[config.mk]
export PLATFORM = sky130hd
export DESIGN_NAME = rbed_merge
export DESIGN_NICKNAME = d
export VERILOG_FILES = /design/src/rbed_pkg.sv /design/src/rbed_merge.sv
export SDC_FILE = /design/constraint.sdc
export NUM_CORES = 1
export LEC_CHECK = 0
export BUFFER_PORTS_ARGS = -buffer_cell sky130_fd_sc_hd__clkbuf_2
export CAP_MARGIN = 20
export CORE_MARGIN = 2
export CORE_UTILIZATION = 61
export DETAILED_ROUTE_END_ITERATION = 7
export GPL_TIMING_DRIVEN = 1
export MAX_ROUTING_LAYER = met4
export PLACE_DENSITY = 0.91
export REMOVE_ABC_BUFFERS = 1
export SLEW_MARGIN = 20
export SYNTH_ARGS = -nofsm -noshare
export SYNTH_HDL_FRONTEND = slang
export SYNTH_SLANG_ARGS = --single-unit
[constraint.sdc]
create_clock -name aclk -period 7.9 [get_ports aclk]
set_clock_uncertainty 0.2 [all_clocks]
set_input_delay 0.395 -clock aclk [delete_from_list [all_inputs] [get_ports aclk]]
set_output_delay 0.395 -clock aclk [all_outputs]
set_load 0.01 [all_outputs]
[src/rbed_pkg.sv]
// ----------------------------------------------------------------------------
// rbed_pkg
// Shared widths, defaults and types of the ray/box entry distance pipeline.
// ----------------------------------------------------------------------------
`default_nettype none
package rbed_pkg;

    localparam int FRAC_BITS_DEF = 16;
    localparam int COORD_W       = 32;                  // signed coordinate width
    localparam int HALF_W        = 31;                  // half-extent width
    localparam int THR_W         = 16;                  // parallel threshold width
    localparam int DMAG_W        = 32;                  // |dir| width
    localparam int BND_W         = 35;                  // slab bound / numerator width
    localparam int NMAG_W        = 33;                  // |numerator| width
    localparam int NAXES         = 3;
    localparam int NLANES        = 2 * NAXES;           // lower and upper slab per axis
    localparam int DIST_W        = 32;
    localparam int HALF_LSB      = 3 * NAXES * COORD_W; // first half-extent bit in tdata
    localparam int S_TDATA_W     = 384;
    localparam int M_TDATA_W     = 40;

    // sideband that travels beside the dividers
    typedef struct packed {
        logic [NAXES-1:0] par;   // axis counts as parallel
        logic             pmiss; // origin outside a parallel slab
    } rbed_side_t;

endpackage
`default_nettype wire

[src/rbed_merge.sv]
// ----------------------------------------------------------------------------
// rbed_merge
// Order slab parameters, fold entry/exit bounds, decide hit and saturate.
// ----------------------------------------------------------------------------
`default_nettype none
module rbed_merge import rbed_pkg::*; #(
    parameter int FRAC_BITS = FRAC_BITS_DEF
) (
    input  wire logic                          aclk,
    input  wire logic                          aresetn,
    input  wire logic                          en,
    input  wire logic                          in_valid,
    input  wire rbed_side_t                    in_side,
    input  wire logic signed [NMAG_W+FRAC_BITS:0] in_q [NLANES],
    output logic                               out_valid,
    output logic                               out_hit,
    output logic [DIST_W-1:0]                  out_dist
);

    localparam int Q_W = NMAG_W + FRAC_BITS + 1;
    localparam logic signed [Q_W-1:0] T_MAX = {1'b0, {(Q_W-1){1'b1}}};

    logic                  a_valid_reg, b_valid_reg;
    logic                  a_pmiss_reg, b_pmiss_reg;
    logic signed [Q_W-1:0] near_reg [NAXES];
    logic signed [Q_W-1:0] far_reg  [NAXES];
    logic signed [Q_W-1:0] near_next [NAXES];
    logic signed [Q_W-1:0] far_next  [NAXES];
    logic signed [Q_W-1:0] entry_reg, exit_reg, entry_next, exit_next;

    always_comb begin
        for (int a = 0; a < NAXES; a++) begin
            if (in_side.par[a]) begin
                near_next[a] = '0;
                far_next[a]  = T_MAX;
            end else if (in_q[2*a] > in_q[2*a+1]) begin
                near_next[a] = in_q[2*a+1];
                far_next[a]  = in_q[2*a];
            end else begin
                near_next[a] = in_q[2*a];
                far_next[a]  = in_q[2*a+1];
            end
        end
    end

    always_comb begin
        entry_next = '0;
        exit_next  = T_MAX;
        for (int a = 0; a < NAXES; a++) begin
            if (near_reg[a] > entry_next) begin
                entry_next = near_reg[a];
            end
            if (far_reg[a] < exit_next) begin
                exit_next = far_reg[a];
            end
        end
    end

    always_ff @(posedge aclk) begin
        if (!aresetn) begin
            a_valid_reg <= 1'b0;
            b_valid_reg <= 1'b0;
        end else if (en) begin
            a_valid_reg <= in_valid;
            b_valid_reg <= a_valid_reg;
        end
    end

    always_ff @(posedge aclk) begin
        if (en) begin
            a_pmiss_reg <= in_side.pmiss;
            near_reg    <= near_next;
            far_reg     <= far_next;
            b_pmiss_reg <= a_pmiss_reg;
            entry_reg   <= entry_next;
            exit_reg    <= exit_next;
        end
    end

    // entry is never negative, so the upper bits alone decide saturation
    assign out_valid = b_valid_reg;
    assign out_hit   = !b_pmiss_reg && (entry_reg <= exit_reg);
    assign out_dist  = !out_hit ? '0 :
                       (|entry_reg[Q_W-1:DIST_W]) ? {DIST_W{1'b1}} : entry_reg[DIST_W-1:0];

endmodule
`default_nettype wire
==> run metrics <==
Pre-antenna DRT Iters 7; CTS tree done; WL per Instance between 20 and 25 um; Synth Flop Type edfxtp_1; via count roughly 30000; final net count 4474; fillers ~3600; Synth Instances between 3000 and 4000; Cell variety after synth between 60 and 70; FF+latch count, synth 404; Final Hold Vio Count 0; GR Layer Usage met3 0.0742; GR Util All Layers 0.382; Post-synth EDFFs around 400; CP required 8.00 ns; Post-route DRC 0; Seq/Total Area, Yosys 0.370; Reg clk slew, reported paths 0.06 ns; Initial DRC Count 4663; fin. max-slew vios 0; crit path max fanout 56; Syn Area/Cell 9.48 sq um; status finished, final reports clean; clk sinks 404; number of I/O pins 342; gr ovfl total 0; chip width roughly 240 um; max cap viols 0; vias in the first global route 28039; Top Usage Layer GRT met2; clk root buf clkbuf_16; Crit. End Element flip-flop; CP startpoint kind flip-flop; most common cell after layout, fill and taps aside edfxtp_1; Die Footprint 55500 sq um; # rows 84; share of cells above drive strength 1 0.159; post-CTS setup buffers 0; Final HPWL DP 78700 um; top cell type's share of synthesized area 0.369; routed vias/inst 6.58; highest-count cells in the layout ignoring fill and taps 402 x edfxtp_1, 397 x ha_1, 379 x nor2_1; max_slew headroom 0.136; Sum Neg Setup Slack 0 ns; post-route clock period utilization 0.964; Routed WL 106000 um; yosys warns 0; Final ANT Viol Nets 0; Tightest Pin Transition 1.28 ns; largest net degree at the start of global routing about 150; Setup-failing EPs final 0; Initial Util 0.620; Peak VDD IR 0.269 mV; I/O Buffers 341; clk_lat worst skew just under 0.6 ns; Pwr Density 274 nW/um^2; GR Util met2 0.586; WS Path Type flip-flop to flip-flop; core area between 50000 and 60000 sq um; Hold Crit Class input port to flip-flop; initial antenna violation count 10; CP Data Arrival Time 7.72 ns; GRT met1 Usage 0.478; setup repair after global routing missed its margin no; Peak Freq 0.131 GHz; Lkg Pwr 17.7 nW; Power Total slightly above 10 mW; Post-synth ARST share 0; chip height 236 um; Synth area leaders edfxtp_1 37%, ha_1 15%, mux2i_1 9.3%, nor2_1 4.4%, inv_1 4.2%; global placer's final weighted congestion approximately 1.0; mapped cell area 32700 sq um; deepest clock path buffer count 3; Area growth syn-to-layout 14.6%; Register Area roughly 12000 sq um; Multi-input gate area 18700 sq um; hold_ws 0.00591 ns; first-pass GRT wire length 160000 um; shortest period the worst path allows 7.62 ns; Synth area leader edfxtp_1; CTS H-tree lvls 2; cts bufs inserted 45
cells by family after synthesis:
| kind of cell | after synthesis | synth area share |
|---|---|---|
| AO/OA/AOI/OAI | 784 | 0.170 |
| flip-flops | 404 | 0.370 |
| AND/OR/NAND/NOR | 991 | 0.148 |
| buffers and inverters | 565 | 0.0661 |
| other | 1 | 0.000115 |
| adder cells (fa/ha/maj) | 398 | 0.152 |
| multiplexers | 306 | 0.0938 |
layer usage:
| metal | share of wire | up-vias |
|---|---|---|
| li1 | - | 13307 |
| met1 | 0.36 | 13731 |
| met2 | 0.45 | 2132 |
| met3 | 0.13 | 455 |
| met4 | 0.066 | 0 |
| met5 | 0 | - |
cell usage after synthesis, types with 50 or more instances:
cell type	n
a21o_1	107
a21oi_1	204
a221oi_1	56
clkbuf_1	160
edfxtp_1	402
ha_1	397
inv_1	366
mux2i_1	303
nand2_1	152
nand2b_1	210
nand4_1	91
nor2_1	380
nor4_1	73
o21a_1	52
o21ai_0	102
o221a_2	50
o22a_1	50
report_power, final:
part	internal [mW]	switching, mW
combinational	2.00	2.79
sequential	2.94	0.317
clock	1.34	0.891
critical path, cell delays in order (launching register included):
cell      delay [ns]
edfxtp_1        0.38
or4_1           0.60
nor4_4          0.38
a21oi_4         0.22
buf_4           0.24
nand2_1         0.10
ha_1            0.26
a21oi_1         0.14
o21ai_0         0.12
a221oi_2        0.31
o32ai_1         0.14
or4_1           0.55
a21oi_4         0.23
buf_12          0.25
nor2_1          0.08
a21oi_1         0.28
ha_1            0.22
nand4_1         0.20
nor4_4          0.39
and3_1          0.22
nand2_1         0.07
or3_1           0.45
o21a_1          0.20
a311oi_1        0.40
o22ai_4         0.14
buf_4           0.31
mux2i_1         0.20
final timing paths:
path | depth (start not counted) | from | to | slack, ns
worst min register to register | 0 | a_pmiss_reg | b_pmiss_reg | 0.25
worst min-delay path | 3 | in_q[34] | far_reg[34] | 0.006
worst max-delay path | 26 | near_reg[112] | entry_reg[39] | 0.28
worst max register to register | 26 | near_reg[112] | entry_reg[39] | 0.28
layout make-up:
class	count	area share
Multi-Input combinational cell	2481	0.498
Timing Repair Buffer	470	0.0783
Tap cell	688	0.0230
Inverter	367	0.0367
Sequential cell	404	0.323
Antenna cell	11	0.000734
Clock buffer	56	0.0323
Clock inverter	23	0.00828
repair_timing:
| action | in CTS | in global routing |
|---|---|---|
| hold buffers | 61 | 0 |
| gates cloned | 0 | 1 |
| hold endpoints to repair | 55 | 0 |
| endpoints found under the setup margin | 10 | 49 |
| pin swaps | 0 | 1 |
| gates resized for setup | 1 | 9 |
through the flow:
stage	utilization	cells	area [sq um]	worst slack, ns
floorplan	-	3251	31900	-2.56
global placement	0.668	4348	35300	0.250
detailed placement	0.668	4348	35300	0.0308
CTS	0.709	4488	37400	0.0550
global route	0.710	4499	37500	0.00571
finish	0.711	4500	37500	0.283
Power figures use the tool's default switching activity.
