[src/rbed_pkg.sv]
// ----------------------------------------------------------------------------
// rbed_pkg
// Shared widths, defaults and types of the ray/box entry distance pipeline.
// ----------------------------------------------------------------------------
`default_nettype none
package rbed_pkg;

    localparam int FRAC_BITS_DEF = 16;
    localparam int COORD_W       = 32;                  // signed coordinate width
    localparam int HALF_W        = 31;                  // half-extent width
    localparam int THR_W         = 16;                  // parallel threshold width
    localparam int DMAG_W        = 32;                  // |dir| width
    localparam int BND_W         = 35;                  // slab bound / numerator width
    localparam int NMAG_W        = 33;                  // |numerator| width
    localparam int NAXES         = 3;
    localparam int NLANES        = 2 * NAXES;           // lower and upper slab per axis
    localparam int DIST_W        = 32;
    localparam int HALF_LSB      = 3 * NAXES * COORD_W; // first half-extent bit in tdata
    localparam int S_TDATA_W     = 384;
    localparam int M_TDATA_W     = 40;

    // sideband that travels beside the dividers
    typedef struct packed {
        logic [NAXES-1:0] par;   // axis counts as parallel
        logic             pmiss; // origin outside a parallel slab
    } rbed_side_t;

endpackage
`default_nettype wire

[src/rbed_prep.sv]
// ----------------------------------------------------------------------------
// rbed_prep
// Front stage: slab bounds, numerators, magnitudes, signs, parallel test.
// ----------------------------------------------------------------------------
`default_nettype none
module rbed_prep import rbed_pkg::*; (
    input  wire logic                     aclk,
    input  wire logic                     aresetn,
    input  wire logic                     en,
    input  wire logic                     in_valid,
    input  wire logic signed [COORD_W-1:0] origin [NAXES],
    input  wire logic signed [COORD_W-1:0] dir    [NAXES],
    input  wire logic signed [COORD_W-1:0] center [NAXES],
    input  wire logic        [HALF_W-1:0]  half   [NAXES],
    input  wire logic        [THR_W-1:0]   thr,
    output logic                          out_valid,
    output rbed_side_t                    out_side,
    output logic        [NMAG_W-1:0]      out_mag [NLANES],
    output logic                          out_neg [NLANES],
    output logic        [DMAG_W-1:0]      out_dsr [NLANES]
);

    logic               valid_reg;
    rbed_side_t         side_reg, side_next;
    logic [NMAG_W-1:0]  mag_reg [NLANES];
    logic [NMAG_W-1:0]  mag_next [NLANES];
    logic               neg_reg [NLANES];
    logic               neg_next [NLANES];
    logic [DMAG_W-1:0]  dsr_reg [NLANES];
    logic [DMAG_W-1:0]  dsr_next [NLANES];

    always_comb begin
        logic signed [BND_W-1:0] o, lo, hi, n0, n1;
        logic        [DMAG_W-1:0] dm;
        logic        [BND_W-1:0]  m0, m1;
        side_next = '0;
        for (int a = 0; a < NAXES; a++) begin
            o  = BND_W'(origin[a]);
            lo = BND_W'(center[a]) - $signed({{(BND_W-HALF_W){1'b0}}, half[a]});
            hi = BND_W'(center[a]) + $signed({{(BND_W-HALF_W){1'b0}}, half[a]});
            n0 = lo - o;
            n1 = hi - o;
            m0 = n0[BND_W-1] ? BND_W'(-n0) : BND_W'(n0);
            m1 = n1[BND_W-1] ? BND_W'(-n1) : BND_W'(n1);
            dm = dir[a][COORD_W-1] ? DMAG_W'(-dir[a]) : DMAG_W'(dir[a]);
            side_next.par[a] = (dm <= {{(DMAG_W-THR_W){1'b0}}, thr});
            if (side_next.par[a] && ((o < lo) || (o > hi))) begin
                side_next.pmiss = 1'b1;
            end
            mag_next[2*a]   = m0[NMAG_W-1:0];
            mag_next[2*a+1] = m1[NMAG_W-1:0];
            neg_next[2*a]   = n0[BND_W-1] ^ dir[a][COORD_W-1];
            neg_next[2*a+1] = n1[BND_W-1] ^ dir[a][COORD_W-1];
            dsr_next[2*a]   = dm;
            dsr_next[2*a+1] = dm;
        end
    end

    always_ff @(posedge aclk) begin
        if (!aresetn) begin
            valid_reg <= 1'b0;
        end else if (en) begin
            valid_reg <= in_valid;
        end
    end

    always_ff @(posedge aclk) begin
        if (en) begin
            side_reg <= side_next;
            mag_reg  <= mag_next;
            neg_reg  <= neg_next;
            dsr_reg  <= dsr_next;
        end
    end

    assign out_valid = valid_reg;
    assign out_side  = side_reg;
    assign out_mag   = mag_reg;
    assign out_neg   = neg_reg;
    assign out_dsr   = dsr_reg;

endmodule
`default_nettype wire

[config.mk]
export PLATFORM = sky130hd
export DESIGN_NAME = rbed_prep
export DESIGN_NICKNAME = d
export VERILOG_FILES = /design/src/rbed_pkg.sv /design/src/rbed_prep.sv
export SDC_FILE = /design/constraint.sdc
export NUM_CORES = 1
export LEC_CHECK = 0
export ABC_AREA = 1
export BUFFER_PORTS_ARGS = -buffer_cell sky130_fd_sc_hd__buf_2
export CAP_MARGIN = 0
export CELL_PAD_IN_SITES_DETAIL_PLACEMENT = 0
export CELL_PAD_IN_SITES_GLOBAL_PLACEMENT = 2
export CORE_MARGIN = 4
export CORE_UTILIZATION = 28
export DETAILED_ROUTE_END_ITERATION = 16
export PLACE_DENSITY_LB_ADDON = 0.1
export SYNTH_ARGS = -nofsm -noshare
export SYNTH_HDL_FRONTEND = slang
export SYNTH_SLANG_ARGS = --single-unit
[constraint.sdc]
create_clock -name aclk -period 4.5 [get_ports aclk]
set_clock_uncertainty 0.05 [all_clocks]
set_input_delay 0.225 -clock aclk [delete_from_list [all_inputs] [get_ports aclk]]
set_output_delay 0.225 -clock aclk [all_outputs]
set_load 0.1 [all_outputs]
==> impl_metrics.env <==
export IMPL_status="finished clean"
export IMPL_tightestPinTransition_ns=0.883
export IMPL_worstPathArrival_ns=4.62
export IMPL_timing_reg2reg_setup_slack_ns=3.25
export IMPL_cp_max_fo=13
export IMPL_min_path_type="in2reg"
export IMPL_synth_cell_area_sq_um=47400
export IMPL_cts_root_to_sink_buffers=3
export IMPL_reg2regPathDepth=3
export IMPL_effective_utilization_at_floorplan_pct=28.3
export IMPL_global_route_usage_total_pct=24.9
export IMPL_tritoncts="yes"
export IMPL_setup_worst_path_class="in2reg"
export IMPL_regToRegEndpoint="out_valid$_SDFFE_PN0P_"
export IMPL_p_per_area_nw_per_um2=498
export IMPL_critical_path_slowest_cell="ha_1"
export IMPL_power_share_clock_pct=11.3
export IMPL_timing_max_cap_violations=0
export IMPL_syn_avg_cell_area_sq_um=6.01
export IMPL_detail_route_vias_per_cell=4.50
export IMPL_switching_share_pct=56.9
export IMPL_tritoncts_num_buffers=43
export IMPL_synth_compound_gate_area_share_pct=8.64
export IMPL_p_switching_mw=18.7
export IMPL_area_growth_pct=38.8
export IMPL_totalWireLength_um=227000
export IMPL_critPathCaptureType="flip-flop"
export IMPL_report_final_slew_viol_count=0
export IMPL_synth_flop_cell="edfxtp_1"
export IMPL_fin_crit_ns=4.28
export IMPL_ys_warn_count=0
export IMPL_area_leader_netlist="nand2_1"
export IMPL_firstDrtPassIters=5
export IMPL_most_frequent_standard_cell_in_the_layout_excluding_fill_and_tap_cells="nand2_1"
export IMPL_startpoint_type="input pin"
export IMPL_finalHoldViolations=0
export IMPL_antenna_violating_nets_post_route=0
export IMPL_lkg_pwr_nw=36.8
export IMPL_dr_total_vias=55000
export IMPL_clk_pin_slew_ns=0.06
export IMPL_finalCritPeriodShare_pct=95.1
export IMPL_die_height_um=419
export IMPL_number_of_antenna_violations_at_the_first_check_in_global_routing=23
export IMPL_first_global_vias=54100
export IMPL_postSynth_asyncResetShare_pct=0
export IMPL_htree_num_levels=2
export IMPL_internal_power_component_mw=14.1
export IMPL_max_freq_ghz=0.234
export IMPL_rows=150
export IMPL_floorplan_core_area_sq_um=168000
export IMPL_synth_ff_latch_count=305
export IMPL_share_comb_of_total_power_pct=73.8
export IMPL_ff_to_ff_start="out_valid$_SDFFE_PN0P_"
export IMPL_share_of_layout_cells_above_drive_strength_1_pct=24.5
export IMPL_syn_inst=7892
export IMPL_synth_top_family_by_area="simple AND/OR/NAND/NOR gates"
export IMPL_yosysSeqAreaShare_pct=19.3
export IMPL_synth_nets=8747
export IMPL_drt_wirelength_per_cell_um=18.6
export IMPL_dpl_cell_count=12000
export IMPL_drt_drc_violations_left=0
export IMPL_dp_hpwl_um=204000
export IMPL_grt_start_max_net_pins=79
export IMPL_edff_count_synth=304
export IMPL_cts_root_buf="clkbuf_16"
export IMPL_post_synthesis_share_of_cell_area_spent_on_and_or_nand_and_nor_gates_pct=37.5
export IMPL_grt_pass1_wl_um=331000
export IMPL_floorplan_die_width_um=419
export IMPL_post_synth_top_area_fraction_pct=19.5
export IMPL_finalSetupViolCount=0
export IMPL_final_cell_mix="2454 x nand2_1, 1536 x inv_1, 1309 x buf_4"
export IMPL_post_synth_xor_area_fraction_pct=7.56
export IMPL_share_seq_of_total_power_pct=14.9
export IMPL_drtIter0Drc=3084
export IMPL_io_pins=802
export IMPL_crit_start="half[36]"
export IMPL_layout_cells_non_filler=12200
export IMPL_num_nets_final=10800
export IMPL_critical_path_max_stage_delay_ns=0.34
export IMPL_grt_remaining_overflow=0
export IMPL_fin_setup_tns_ns=0
export IMPL_finalWeightedCongestion=0.971
export IMPL_post_synth_mux_area_share_pct=0.0211
export IMPL_synthDistinctLibCells=62
export IMPL_termination_of_the_worst_setup_path="out_mag[68]$_DFFE_PP_"
export IMPL_maximum_ir_drop_on_the_vdd_rail_v=0.000829
export IMPL_io_buffers=801
export IMPL_finish_utilization_pct=39.2
export IMPL_cts_sink_count=305
export IMPL_dieArea_sq_um=176000
export IMPL_adder_and_majority_cell_fraction_of_the_synthesized_area_pct=12.2
export IMPL_cp_data_required_time_ns=4.84
export IMPL_synth_top_cells_by_area="nand2_1 19%, edfxtp_1 19%, inv_1 12%, ha_1 12%, nor2_1 6.5%"
export IMPL_maxSlewHeadroom_pct=41.1
export IMPL_insertion_delay_ns=0.65
-- routing by layer --
metal	vias to the layer above	wire (um)	track usage, %
li1	28700	-	-
met1	24900	97100	30.2
met2	1111	113000	45.6
met3	249	7100	1.97
met4	0	10100	9.70
met5	-	0	0
-- worst max-delay path, delay by kind of cell --
family          cells  cell delay [ns]
simple gates       14             1.77
buf+inv             8             0.99
fa+ha+maj           2             0.68
compound gates      3             0.55
xor+xnor            2             0.36
-- per-stage QoR --
step | area (sq um) | hold slack, ns | total power, mW | worst slack, ns
final | 65800 | 0.0320 | 32.8 | 0.222
after global routing | 65800 | 0.0467 | 35.1 | -0.0187
after CTS | 65400 | 0.00365 | 33.0 | 0.0216
after detailed placement | 63100 | 0.395 | 29.0 | -0.763
after global placement | 63100 | 0.385 | 29.1 | -0.789
after floorplan | 47400 | 0.268 | 20.0 | 0.322
-- flip-flops by register name, summed over array words and instances, names as in the netlist --
register and count:
out_neg 6, out_side 4, out_dsr 96, out_valid 1, out_mag 198
-- cell usage after synthesis (24+ instances only) --
cell / instances
nand2_1: 2461
o21ai_1: 29
a21oi_1: 388
xor2_1: 339
inv_2: 24
nand3b_1: 45
nor3_1: 96
nor2_1: 816
buf_4: 100
o21bai_1: 38
and2_1: 26
ha_1: 442
xnor2_1: 67
o21ai_0: 179
edfxtp_1: 304
nor2_2: 51
inv_1: 1537
nand2_2: 51
nand4_1: 117
nand3_1: 481
clkbuf_1: 54
buf_2: 30
-- how the worst min path moves through the flow --
stage	start	end	slack [ns]	depth (start not counted)
2_1_floorplan	en	out_valid$_SDFFE_PN0P_	0.27	1
3_3_place_gp	dir[0]	out_dsr[0]$_DFFE_PP_	0.39	1
3_5_place_dp	dir[0]	out_dsr[0]$_DFFE_PP_	0.39	1
4_1_cts	dir[48]	out_dsr[80]$_DFFE_PP_	0.004	4
5_1_grt	en	out_mag[165]$_DFFE_PP_	0.05	1
6_report	en	out_mag[135]$_DFFE_PP_	0.03	1
-- repair_timing --
action | in CTS | in global routing
pin swaps | 0 | 13
gates cloned | 0 | 0
resized for setup | 2 | 90
setup endpoints to repair | 8 | 136
hold buffers | 84 | 0
buffers inserted | 0 | 6
hold endpoints to repair | 85 | 0
-- cell type report --
cell class | count | area, sq um
Antenna cell | 16 | 40.0
Fill cell | 18800 | 102000
Inverter | 1565 | 5890
Clock inverter | 30 | 393
Tap cell | 2204 | 2760
Sequential cell | 305 | 9150
Multi-Input combinational cell | 5834 | 31500
Timing Repair Buffer | 2208 | 15000
Clock buffer | 48 | 1090
-- cells by family after synthesis --
logic type,after synthesis
AO/OA/AOI/OAI,744
XOR/XNOR,407
adder cells (fa/ha/maj),454
buffers and inverters,1753
flip-flops,305
multiplexers,1
AND/OR/NAND/NOR,4228
-- power by group through the flow --
stage	logic [mW]	clock network (mW)	registers, mW
finish	24.2	3.69	4.88
global placement	24.1	0	4.95
CTS	24.3	3.83	4.91
floorplan	9.42	0	10.6
detailed placement	24.1	0	4.93
global route	26.2	3.94	4.93
No activity file was read; power rests on OpenSTA's default activity.
